<file path="config.mk">
export PLATFORM = sky130hd
export DESIGN_NAME = priority_thread_scheduler
export DESIGN_NICKNAME = d
export VERILOG_FILES = /design/src/hw/rtl/pts_pkg.sv /design/src/hw/rtl/pts_slot_cell.sv /design/src/hw/rtl/pts_event_cell.sv /design/src/hw/rtl/priority_thread_scheduler.sv
export SDC_FILE = /design/constraint.sdc
export NUM_CORES = 2
export LEC_CHECK = 0
export BUFFER_PORTS_ARGS = -buffer_cell sky130_fd_sc_hd__buf_2
export CAP_MARGIN = 10
export CELL_PAD_IN_SITES_DETAIL_PLACEMENT = 0
export CELL_PAD_IN_SITES_GLOBAL_PLACEMENT = 2
export CORE_ASPECT_RATIO = 1.1
export CORE_UTILIZATION = 29
export DETAILED_ROUTE_END_ITERATION = 8
export PLACE_DENSITY = 0.67
export SYNTH_ARGS = -nofsm -noshare
export SYNTH_HDL_FRONTEND = slang
export SYNTH_HIERARCHICAL = 1
export SYNTH_SLANG_ARGS = --single-unit
export TNS_END_PERCENT = 1
</file>
<file path="constraint.sdc">
create_clock -name clk -period 28.3 [get_ports clk]
set_input_delay 5.66 -clock clk [delete_from_list [all_inputs] [get_ports clk]]
set_output_delay 5.66 -clock clk [all_outputs]
set_load 0.05 [all_outputs]
</file>
<file path="src/hw/rtl/pts_pkg.sv">
// Shared types and constants for the priority thread scheduler.
package pts_pkg;

	localparam int THREAD_SLOTS = 8;
	localparam int EVENT_SLOTS  = 4;
	localparam int SLOT_W   = $clog2(THREAD_SLOTS);
	localparam int CNT_W    = $clog2(THREAD_SLOTS + 1);
	localparam int EVT_W    = (EVENT_SLOTS > 1) ? $clog2(EVENT_SLOTS) : 1;
	localparam int ECNT_W   = $clog2(EVENT_SLOTS + 1);
	localparam int PRIO_W   = 8;
	localparam int BEST_W   = PRIO_W + 1;
	localparam int ID_HIGH_W = 16;
	localparam int ID_LOW_W  = 16;
	localparam int TIME_W   = 32;

	typedef enum logic [2:0] {
		REQ_ADD_THREAD   = 3'd0,
		REQ_ADD_PERIODIC = 3'd1,
		REQ_LAUNCH       = 3'd2,
		REQ_TICK         = 3'd3,
		REQ_SLEEP        = 3'd4,
		REQ_KILL_ID      = 3'd5,
		REQ_KILL_SELF    = 3'd6,
		REQ_SET_BLOCKED  = 3'd7
	} req_t;

	typedef enum logic [2:0] {
		STS_OK          = 3'd0,
		STS_LIMIT       = 3'd1,
		STS_NO_THREADS  = 3'd2,
		STS_KILL_LAST   = 3'd3,
		STS_NOT_FOUND   = 3'd4,
		STS_NOT_RUNNING = 3'd5
	} status_t;

	typedef enum logic [2:0] {
		ST_IDLE, ST_EXEC, ST_WAKE, ST_RINIT, ST_RSTEP, ST_EMIT
	} state_t;

	typedef struct packed {
		logic [2:0]  req_type;
		logic [7:0]  prio_in;
		logic [31:0] period_in;
		logic [31:0] sleep_ticks;
		logic [31:0] target_id;
		logic        block_flag;
	} req_in_t;

	typedef struct packed {
		logic        item_kind;
		logic [2:0]  status;
		logic [1:0]  fired_event;
		logic [31:0] new_id;
		logic [31:0] running_id;
		logic [2:0]  running_slot;
		logic [3:0]  live_threads;
		logic        last;
	} res_out_t;

	// write controls for one slot cell
	typedef struct packed {
		logic                 alive_we;
		logic                 alive_d;
		logic                 asleep_we;
		logic                 asleep_d;
		logic                 blocked_we;
		logic                 blocked_d;
		logic                 wake_we;
		logic [TIME_W-1:0]    wake_d;
		logic                 prio_we;
		logic [PRIO_W-1:0]    prio_d;
		logic                 idh_we;
		logic [ID_HIGH_W-1:0] idh_d;
		logic                 nxt_we;
		logic [SLOT_W-1:0]    nxt_d;
		logic                 prv_we;
		logic [SLOT_W-1:0]    prv_d;
		logic                 wake_chk;
	} slot_cmd_t;

	typedef struct packed {
		logic                 alive;
		logic                 asleep;
		logic                 blocked;
		logic [PRIO_W-1:0]    prio;
		logic [ID_HIGH_W-1:0] id_high;
		logic [SLOT_W-1:0]    nxt;
		logic [SLOT_W-1:0]    prv;
	} slot_stat_t;

	// search results passed from cell to cell
	typedef struct packed {
		logic              free_any;
		logic [SLOT_W-1:0] free_idx;
		logic              alive_any;
		logic [SLOT_W-1:0] alive_idx;
		logic              min_any;
		logic [PRIO_W-1:0] min_prio;
		logic [SLOT_W-1:0] min_idx;
		logic              match_any;
		logic [SLOT_W-1:0] match_idx;
	} slot_chain_t;

	typedef struct packed {
		logic              wr;
		logic [TIME_W-1:0] period_d;
		logic [TIME_W-1:0] due_d;
		logic              tick;
	} evt_cmd_t;

endpackage

</file>
<file path="src/hw/rtl/pts_slot_cell.sv">
// One thread slot: its state plus one link of the search chain.
module pts_slot_cell import pts_pkg::*; (
	input  logic              clk,
	input  logic              arst_n,
	input  logic [SLOT_W-1:0] index,
	input  slot_cmd_t         cmd,
	input  logic [TIME_W-1:0] time_now,
	input  logic [31:0]       target_id,
	input  slot_chain_t       chain_in,
	output slot_chain_t       chain_out,
	output slot_stat_t        stat
);

	logic                 alive_q, asleep_q, blocked_q;
	logic [TIME_W-1:0]    wake_q;
	logic [PRIO_W-1:0]    prio_q;
	logic [ID_HIGH_W-1:0] idh_q;
	logic [SLOT_W-1:0]    nxt_q, prv_q;
	logic                 wake_hit;

	assign wake_hit = cmd.wake_chk && alive_q && asleep_q && (wake_q == time_now);

	// marks
	always_ff @(posedge clk or negedge arst_n) begin
		if (!arst_n) begin
			alive_q   <= 1'b0;
			asleep_q  <= 1'b0;
			blocked_q <= 1'b0;
		end else begin
			if (cmd.alive_we) alive_q <= cmd.alive_d;
			if (cmd.asleep_we) asleep_q <= cmd.asleep_d;
			else if (wake_hit) asleep_q <= 1'b0;
			if (cmd.blocked_we) blocked_q <= cmd.blocked_d;
		end
	end

	// payload
	always_ff @(posedge clk) begin
		if (cmd.wake_we) wake_q <= cmd.wake_d;
		else if (wake_hit) wake_q <= '0;
		if (cmd.prio_we) prio_q <= cmd.prio_d;
		if (cmd.idh_we) idh_q <= cmd.idh_d;
		if (cmd.nxt_we) nxt_q <= cmd.nxt_d;
		if (cmd.prv_we) prv_q <= cmd.prv_d;
	end

	assign stat = '{alive: alive_q, asleep: asleep_q, blocked: blocked_q, prio: prio_q,
		id_high: idh_q, nxt: nxt_q, prv: prv_q};

	// lowest free, lowest live, lowest live of least priority, lowest id match
	always_comb begin
		chain_out = chain_in;
		if (!chain_in.free_any && !alive_q) begin
			chain_out.free_any = 1'b1;
			chain_out.free_idx = index;
		end
		if (!chain_in.alive_any && alive_q) begin
			chain_out.alive_any = 1'b1;
			chain_out.alive_idx = index;
		end
		if (alive_q && (!chain_in.min_any || prio_q < chain_in.min_prio)) begin
			chain_out.min_any  = 1'b1;
			chain_out.min_prio = prio_q;
			chain_out.min_idx  = index;
		end
		if (!chain_in.match_any && alive_q && ({idh_q, ID_LOW_W'(index)} == target_id)) begin
			chain_out.match_any = 1'b1;
			chain_out.match_idx = index;
		end
	end

endmodule

</file>
<file path="src/hw/rtl/pts_event_cell.sv">
// One periodic event: period and due time, fires when due equals the time.
module pts_event_cell import pts_pkg::*; (
	input  logic              clk,
	input  evt_cmd_t          cmd,
	input  logic [TIME_W-1:0] time_now,
	output logic              fire
);

	logic [TIME_W-1:0] period_q, due_q;

	assign fire = cmd.tick && (due_q == time_now);

	always_ff @(posedge clk) begin
		if (cmd.wr) begin
			period_q <= cmd.period_d;
			due_q    <= cmd.due_d;
		end else if (fire) begin
			due_q <= due_q + period_q;
		end
	end

endmodule

</file>
<file path="src/hw/rtl/priority_thread_scheduler.sv">
// Priority thread scheduler: sequencer over a row of slot cells and event cells.
// Sequence: add, periodic, launch and failed requests pass EXEC and then EMIT; requests
// that reschedule pass EXEC, RINIT and the ring walk in RSTEP, one slot per cycle, and a
// tick passes WAKE before RINIT; EMIT issues one item per fired event, then the outcome.
// One request at a time; busy is high until the outcome item is issued.
// Results cannot be stalled. Reset clears the slot marks, the thread, id and event counters and the time at once.
module priority_thread_scheduler import pts_pkg::*; (
	input  logic     clk,
	input  logic     arst_n,
	input  logic     start,
	output logic     busy,
	input  req_in_t  req,
	output logic     result_strobe,
	output res_out_t result
);

	state_t               state_q, state_d, exec_tgt;
	req_in_t              req_q, req_d;
	logic [CNT_W-1:0]     total_q, total_d, cnt_q, cnt_d;
	logic [ID_HIGH_W-1:0] addc_q, addc_d;
	logic [SLOT_W-1:0]    cur_q, cur_d, t_q, t_d, first_q, first_d, cand_q, cand_d;
	logic                 launched_q, launched_d, found_q, found_d;
	logic [TIME_W-1:0]    time_q, time_d;
	logic [ECNT_W-1:0]    etot_q, etot_d;
	logic [EVENT_SLOTS-1:0] fired_q, fired_d;
	logic [BEST_W-1:0]    best_q, best_d;
	status_t              status_q, status_d;
	logic [31:0]          nid_q, nid_d;
	res_out_t             res_q, res_d;
	logic                 strobe_q, strobe_d;

	slot_cmd_t   cmd [THREAD_SLOTS];
	slot_stat_t  stat [THREAD_SLOTS];
	slot_chain_t chain [THREAD_SLOTS+1];
	evt_cmd_t    ecmd [EVENT_SLOTS];
	logic [EVENT_SLOTS-1:0] efire;

	assign chain[0] = '0;

	genvar g;
	generate
		for (g = 0; g < THREAD_SLOTS; g++) begin : g_slot
			pts_slot_cell u_cell (
				.clk(clk), .arst_n(arst_n), .index(SLOT_W'(g)), .cmd(cmd[g]),
				.time_now(time_q), .target_id(req_q.target_id),
				.chain_in(chain[g]), .chain_out(chain[g+1]), .stat(stat[g])
			);
		end
		for (g = 0; g < EVENT_SLOTS; g++) begin : g_evt
			pts_event_cell u_evt (
				.clk(clk), .cmd(ecmd[g]), .time_now(time_q), .fire(efire[g])
			);
		end
	endgenerate

	assign busy          = (state_q != ST_IDLE);
	assign result_strobe = strobe_q;
	assign result        = res_q;

	// next state
	always_comb begin
		state_d = state_q;
		unique case (state_q)
			ST_IDLE:  if (start) state_d = ST_EXEC;
			ST_EXEC:  state_d = exec_tgt;
			ST_WAKE:  state_d = ST_RINIT;
			ST_RINIT: state_d = ST_RSTEP;
			ST_RSTEP: if (cnt_q == total_q) state_d = ST_EMIT;
			ST_EMIT:  if (fired_q == '0) state_d = ST_IDLE;
			default:  state_d = ST_IDLE;
		endcase
	end

	// datapath and cell commands
	always_comb begin
		logic [SLOT_W-1:0] s, j, pj, p, n;
		logic [EVT_W-1:0]  ev;
		logic ready;
		s = '0; j = '0; pj = '0; p = '0; n = '0; ev = '0; ready = 1'b0;
		exec_tgt   = ST_EMIT;
		req_d      = req_q;
		total_d    = total_q;
		addc_d     = addc_q;
		cur_d      = cur_q;
		launched_d = launched_q;
		time_d     = time_q;
		etot_d     = etot_q;
		fired_d    = fired_q;
		t_d        = t_q;
		first_d    = first_q;
		cand_d     = cand_q;
		best_d     = best_q;
		found_d    = found_q;
		cnt_d      = cnt_q;
		status_d   = status_q;
		nid_d      = nid_q;
		res_d      = res_q;
		strobe_d   = 1'b0;
		for (int k = 0; k < THREAD_SLOTS; k++) cmd[k] = '0;
		for (int e = 0; e < EVENT_SLOTS; e++) ecmd[e] = '0;

		unique case (state_q)
			ST_IDLE: begin
				if (start) begin
					req_d    = req;
					fired_d  = '0;
					status_d = STS_OK;
					nid_d    = '0;
				end
			end
			ST_EXEC: begin
				unique case (req_t'(req_q.req_type))
					REQ_ADD_THREAD: begin
						if (!chain[THREAD_SLOTS].free_any) begin
							status_d = STS_LIMIT;
						end else begin
							s  = chain[THREAD_SLOTS].free_idx;
							j  = chain[THREAD_SLOTS].alive_idx;
							pj = stat[j].prv;
							for (int k = 0; k < THREAD_SLOTS; k++) begin
								if (SLOT_W'(k) == s) begin
									cmd[k].alive_we   = 1'b1;
									cmd[k].alive_d    = 1'b1;
									cmd[k].asleep_we  = 1'b1;
									cmd[k].blocked_we = 1'b1;
									cmd[k].wake_we    = 1'b1;
									cmd[k].prio_we    = 1'b1;
									cmd[k].prio_d     = req_q.prio_in;
									cmd[k].idh_we     = 1'b1;
									cmd[k].idh_d      = addc_q;
									cmd[k].nxt_we     = 1'b1;
									cmd[k].nxt_d      = (total_q == '0) ? s : j;
									cmd[k].prv_we     = 1'b1;
									cmd[k].prv_d      = (total_q == '0) ? s : pj;
								end else if (total_q != '0) begin
									if (SLOT_W'(k) == pj) begin
										cmd[k].nxt_we = 1'b1;
										cmd[k].nxt_d  = s;
									end
									if (SLOT_W'(k) == j) begin
										cmd[k].prv_we = 1'b1;
										cmd[k].prv_d  = s;
									end
								end
							end
							nid_d   = {addc_q, ID_LOW_W'(s)};
							total_d = total_q + 1'b1;
							addc_d  = addc_q + 1'b1;
						end
					end
					REQ_ADD_PERIODIC: begin
						if (etot_q >= ECNT_W'(EVENT_SLOTS)) begin
							status_d = STS_LIMIT;
						end else begin
							for (int e = 0; e < EVENT_SLOTS; e++) begin
								if (ECNT_W'(e) == etot_q) begin
									ecmd[e].wr       = 1'b1;
									ecmd[e].period_d = req_q.period_in;
									ecmd[e].due_d    = TIME_W'(etot_q);
								end
							end
							etot_d = etot_q + 1'b1;
						end
					end
					REQ_LAUNCH: begin
						if (total_q == '0) begin
							status_d = STS_NO_THREADS;
						end else begin
							cur_d      = chain[THREAD_SLOTS].min_idx;
							launched_d = 1'b1;
						end
					end
					REQ_TICK: begin
						if (!launched_q) begin
							status_d = STS_NOT_RUNNING;
						end else begin
							for (int e = 0; e < EVENT_SLOTS; e++)
								ecmd[e].tick = (ECNT_W'(e) < etot_q);
							fired_d  = efire;
							time_d   = time_q + 1'b1;
							exec_tgt = ST_WAKE;
						end
					end
					REQ_SLEEP: begin
						if (!launched_q) begin
							status_d = STS_NOT_RUNNING;
						end else begin
							for (int k = 0; k < THREAD_SLOTS; k++) begin
								if (SLOT_W'(k) == cur_q) begin
									cmd[k].wake_we   = 1'b1;
									cmd[k].wake_d    = time_q + req_q.sleep_ticks;
									cmd[k].asleep_we = 1'b1;
									cmd[k].asleep_d  = 1'b1;
								end
							end
							exec_tgt = ST_RINIT;
						end
					end
					REQ_KILL_ID, REQ_KILL_SELF: begin
						if (req_t'(req_q.req_type) == REQ_KILL_SELF && !launched_q) begin
							status_d = STS_NOT_RUNNING;
						end else if (total_q == CNT_W'(1)) begin
							status_d = STS_KILL_LAST;
						end else if (req_t'(req_q.req_type) == REQ_KILL_ID &&
								!chain[THREAD_SLOTS].match_any) begin
							status_d = STS_NOT_FOUND;
						end else begin
							s = (req_t'(req_q.req_type) == REQ_KILL_SELF) ? cur_q :
								chain[THREAD_SLOTS].match_idx;
							p = stat[s].prv;
							n = stat[s].nxt;
							// unlink from the ring
							for (int k = 0; k < THREAD_SLOTS; k++) begin
								if (SLOT_W'(k) == p) begin
									cmd[k].nxt_we = 1'b1;
									cmd[k].nxt_d  = n;
								end
								if (SLOT_W'(k) == n) begin
									cmd[k].prv_we = 1'b1;
									cmd[k].prv_d  = p;
								end
								if (SLOT_W'(k) == s) begin
									cmd[k].alive_we   = 1'b1;
									cmd[k].asleep_we  = 1'b1;
									cmd[k].blocked_we = 1'b1;
								end
							end
							total_d = total_q - 1'b1;
							if (launched_q && s == cur_q) exec_tgt = ST_RINIT;
						end
					end
					REQ_SET_BLOCKED: begin
						if (!chain[THREAD_SLOTS].match_any) begin
							status_d = STS_NOT_FOUND;
						end else begin
							s = chain[THREAD_SLOTS].match_idx;
							for (int k = 0; k < THREAD_SLOTS; k++) begin
								if (SLOT_W'(k) == s) begin
									cmd[k].blocked_we = 1'b1;
									cmd[k].blocked_d  = req_q.block_flag;
								end
							end
							if (req_q.block_flag && launched_q && s == cur_q)
								exec_tgt = ST_RINIT;
						end
					end
					default: ;
				endcase
			end
			ST_WAKE: begin
				for (int k = 0; k < THREAD_SLOTS; k++) cmd[k].wake_chk = 1'b1;
			end
			ST_RINIT: begin
				t_d     = stat[cur_q].nxt;
				first_d = stat[cur_q].nxt;
				best_d  = BEST_W'(256);
				found_d = 1'b0;
				cnt_d   = '0;
			end
			ST_RSTEP: begin
				if (cnt_q == total_q) begin
					if (found_q) cur_d = cand_q;
					else if (!stat[cur_q].alive) cur_d = first_q;
				end else begin
					ready = !stat[t_q].asleep && !stat[t_q].blocked &&
						({1'b0, stat[t_q].prio} < best_q);
					if (ready) begin
						cand_d  = t_q;
						best_d  = {1'b0, stat[t_q].prio};
						found_d = 1'b1;
					end
					t_d   = stat[t_q].nxt;
					cnt_d = cnt_q + 1'b1;
				end
			end
			ST_EMIT: begin
				for (int e = EVENT_SLOTS - 1; e >= 0; e--)
					if (fired_q[e]) ev = EVT_W'(e);
				strobe_d           = 1'b1;
				res_d.running_id   = launched_q ? {stat[cur_q].id_high, ID_LOW_W'(cur_q)} : '0;
				res_d.running_slot = launched_q ? 3'(cur_q) : '0;
				res_d.live_threads = 4'(total_q);
				if (fired_q != '0) begin
					res_d.item_kind   = 1'b1;
					res_d.status      = STS_OK;
					res_d.fired_event = ev;
					res_d.new_id      = '0;
					res_d.last        = 1'b0;
					for (int e = 0; e < EVENT_SLOTS; e++)
						if (EVT_W'(e) == ev) fired_d[e] = 1'b0;
				end else begin
					res_d.item_kind   = 1'b0;
					res_d.status      = status_q;
					res_d.fired_event = '0;
					res_d.new_id      = nid_q;
					res_d.last        = 1'b1;
				end
			end
			default: ;
		endcase
	end

	// control registers
	always_ff @(posedge clk or negedge arst_n) begin
		if (!arst_n) begin
			state_q    <= ST_IDLE;
			total_q    <= '0;
			addc_q     <= '0;
			cur_q      <= '0;
			launched_q <= 1'b0;
			time_q     <= '0;
			etot_q     <= '0;
			fired_q    <= '0;
			strobe_q   <= 1'b0;
		end else begin
			state_q    <= state_d;
			total_q    <= total_d;
			addc_q     <= addc_d;
			cur_q      <= cur_d;
			launched_q <= launched_d;
			time_q     <= time_d;
			etot_q     <= etot_d;
			fired_q    <= fired_d;
			strobe_q   <= strobe_d;
		end
	end

	// working registers
	always_ff @(posedge clk) begin
		req_q    <= req_d;
		t_q      <= t_d;
		first_q  <= first_d;
		cand_q   <= cand_d;
		best_q   <= best_d;
		found_q  <= found_d;
		cnt_q    <= cnt_d;
		status_q <= status_d;
		nid_q    <= nid_d;
		res_q    <= res_d;
	end

endmodule
</file>
==> metrics.txt <==
outcome=finished clean; transition at the pin with the smallest max-transition slack=1.254 ns; Iter 0 DRT Violations=3966; delay of the slowest cell on the worst path=0.66 ns; aggregate routed wire length=233200 um; final hold violation count=0; Detailed Place HPWL=165100 um; initial antenna violation count=14; Clock transition at path regs=0.06 ns; Slew HR=0.1610; num ports=191; delay-heaviest family, CP=compound AO/OA/AOI/OAI gates; Mapped Avg Cell Area=10.42 um2; Max IR drop VDD=0.00006563 V; static leakage=27.22 nW; starting utilization of the core area=0.2926; most frequent cells in the layout=954 x sky130_fd_sc_hd__edfxtp_1, 506 x sky130_fd_sc_hd__xnor2_1, 491 x sky130_fd_sc_hd__nor2_1; kind of end point of the critical path=register; Reg area=0.03093 mm2; Clock Tree Root=sky130_fd_sc_hd__clkbuf_16; clock sinks=1045; post-CTS setup buffers=0; cell area power density=62.29 mW/mm2; maximum root-to-sink buffer count=3; highest attainable clock frequency=72.66 MHz; Die Ht=503.6 um; insertion delay to the later sink of the worst-skew pair=0.79 ns; RSZ-0062 raised after global routing=no; Avg Vias per Cell=5.110; Avg WL per Cell=23.85 um; port buffer count=164; total vias in the final route=49.97k; total standard cell area after synthesis=0.06632 mm2; fin util=0.3342; final cycle utilization of the critical path=0.4863; uppermost layer routed=met4; combined area of the multi-input logic cells=0.03412 mm2; number of clock buffers inserted by TritonCTS=131; worst setup skew after layout=0.03356 ns; buffers and inverters on the worst path=2; total gr overflow=0; post-cts gate resize count=0; classification of the worst setup path=reg2reg; total length of routed met3 wires=10140 um; cell area after layout=0.07575 mm2; total power=4.718 mW; signal arrival time at the worst endpoint=14.47 ns; clock tree from TritonCTS=done; die extent in x=458.0 um; slowest library cell on the worst path=sky130_fd_sc_hd__o311ai_1; path category of the worst min-delay check=reg2reg; largest net degree at the start of global routing=85; Die Area=0.2306 mm2; pre-CTS setup slack=14.16 ns; Tot GR Track Use=0.1986; Filler cells=22.89k; H-tree lvl count=4; first-pass detailed-route iteration total=7; via count of the first global-routing pass=49.10k; number of nets in the final layout=7055; category of the worst setup path launch point=register; GP Congestion=0.9206; gate count after technology mapping=6362; met2 wirelength from detailed routing=115500 um; Post-Route Setup TNS=0 ns; area grow syn2layout=14.22%; number of DRC violations after detailed routing=0; leading cell type in the layout, fill and taps excluded=sky130_fd_sc_hd__edfxtp_1; wire length of the first global-routing pass=340400 um; data required time at the worst endpoint=29.00 ns; ratio of cells with drive above 1 in the final layout=0.1269; count of pins over their slew limit=0; CTS hold repair buffers=0; count of nets left with antenna violations after detail routing=0; Core ar.=0.2267 mm2; # setup viols final=0; placement row count=183; max-cap check violation count=0; placement-stage cell area=0.07132 mm2; wire length the detailed router placed on met1=101900 um; biggest fanout along the worst timing path=12; post-layout worst setup margin=14.54 ns; count of warnings emitted by yosys=6; Final min period=13.76 ns
-- final timing paths --
check	startpoint	endpoint	slack, ns	cells past startpoint
min in group asynchronous	arst_n	result_strobe$_DFF_PN0_	4.82	1
hold / removal	g_slot[3].u_cell/blocked_q$_DFFE_PN0P_	g_slot[3].u_cell/blocked_q$_DFFE_PN0P_	0.51	1
max in group asynchronous	arst_n	cur_q[0]$_DFFE_PN0P_	21.93	2
setup / recovery	g_slot[0].u_cell/prio_q[1]$_DFFE_PP_	cur_q[2]$_DFFE_PN0P_	14.54	45
hold reg to reg	g_slot[3].u_cell/blocked_q$_DFFE_PN0P_	g_slot[3].u_cell/blocked_q$_DFFE_PN0P_	0.51	1
setup reg to reg	g_slot[0].u_cell/prio_q[1]$_DFFE_PP_	cur_q[2]$_DFFE_PN0P_	14.54	45
-- layer usage --
layer  vias to the layer above  track usage
met4                         0      0.05194
met2                      1356       0.3504
li1                      23634            -
met5                         -            0
met1                     24697       0.2563
met3                       284      0.02264
-- sequential cells by signal, indices dropped and copies added (netlist names), 19 cells and up --
| name | count |
|---|---|
| g_slot.u_cell/nxt_q | 24 |
| time_q | 32 |
| g_evt.u_evt/due_q | 128 |
| g_slot.u_cell/idh_q | 128 |
| req_q | 108 |
| g_evt.u_evt/period_q | 128 |
| g_slot.u_cell/wake_q | 256 |
| g_slot.u_cell/prio_q | 64 |
| result | 49 |
| g_slot.u_cell/prv_q | 24 |
| nid_q | 19 |
-- power breakdown --
part | internal (mW) | switching, mW | leakage [nW] | total [mW]
registers | 1.82 | 0.138 | 9.34 | 1.96
clock network | 1.03 | 0.713 | 2.13 | 1.74
logic | 0.320 | 0.695 | 15.8 | 1.01
-- metrics by stage --
| step | hold WS, ns | cells |
|---|---|---|
| floorplan | 0.4819 | 6677 |
| global placement | 0.4918 | 9533 |
| detailed placement | 0.4970 | 9535 |
| CTS | 0.5093 | 9775 |
| global route | 0.5157 | 9779 |
| finish | 0.5109 | 9780 |
-- layout make-up --
| cell class | instances | share of cell area |
|---|---|---|
| multi-input cells | 5045 | 0.4505 |
| flip-flops and latches | 1045 | 0.4083 |
| well taps | 2960 | 0.04889 |
| clock buffers | 175 | 0.04765 |
| repair buffers | 307 | 0.02514 |
| clock inverters | 65 | 0.01050 |
| inverters | 181 | 0.008969 |
| diodes | 2 | 0.00006607 |
(Power assumes the default switching activity.)
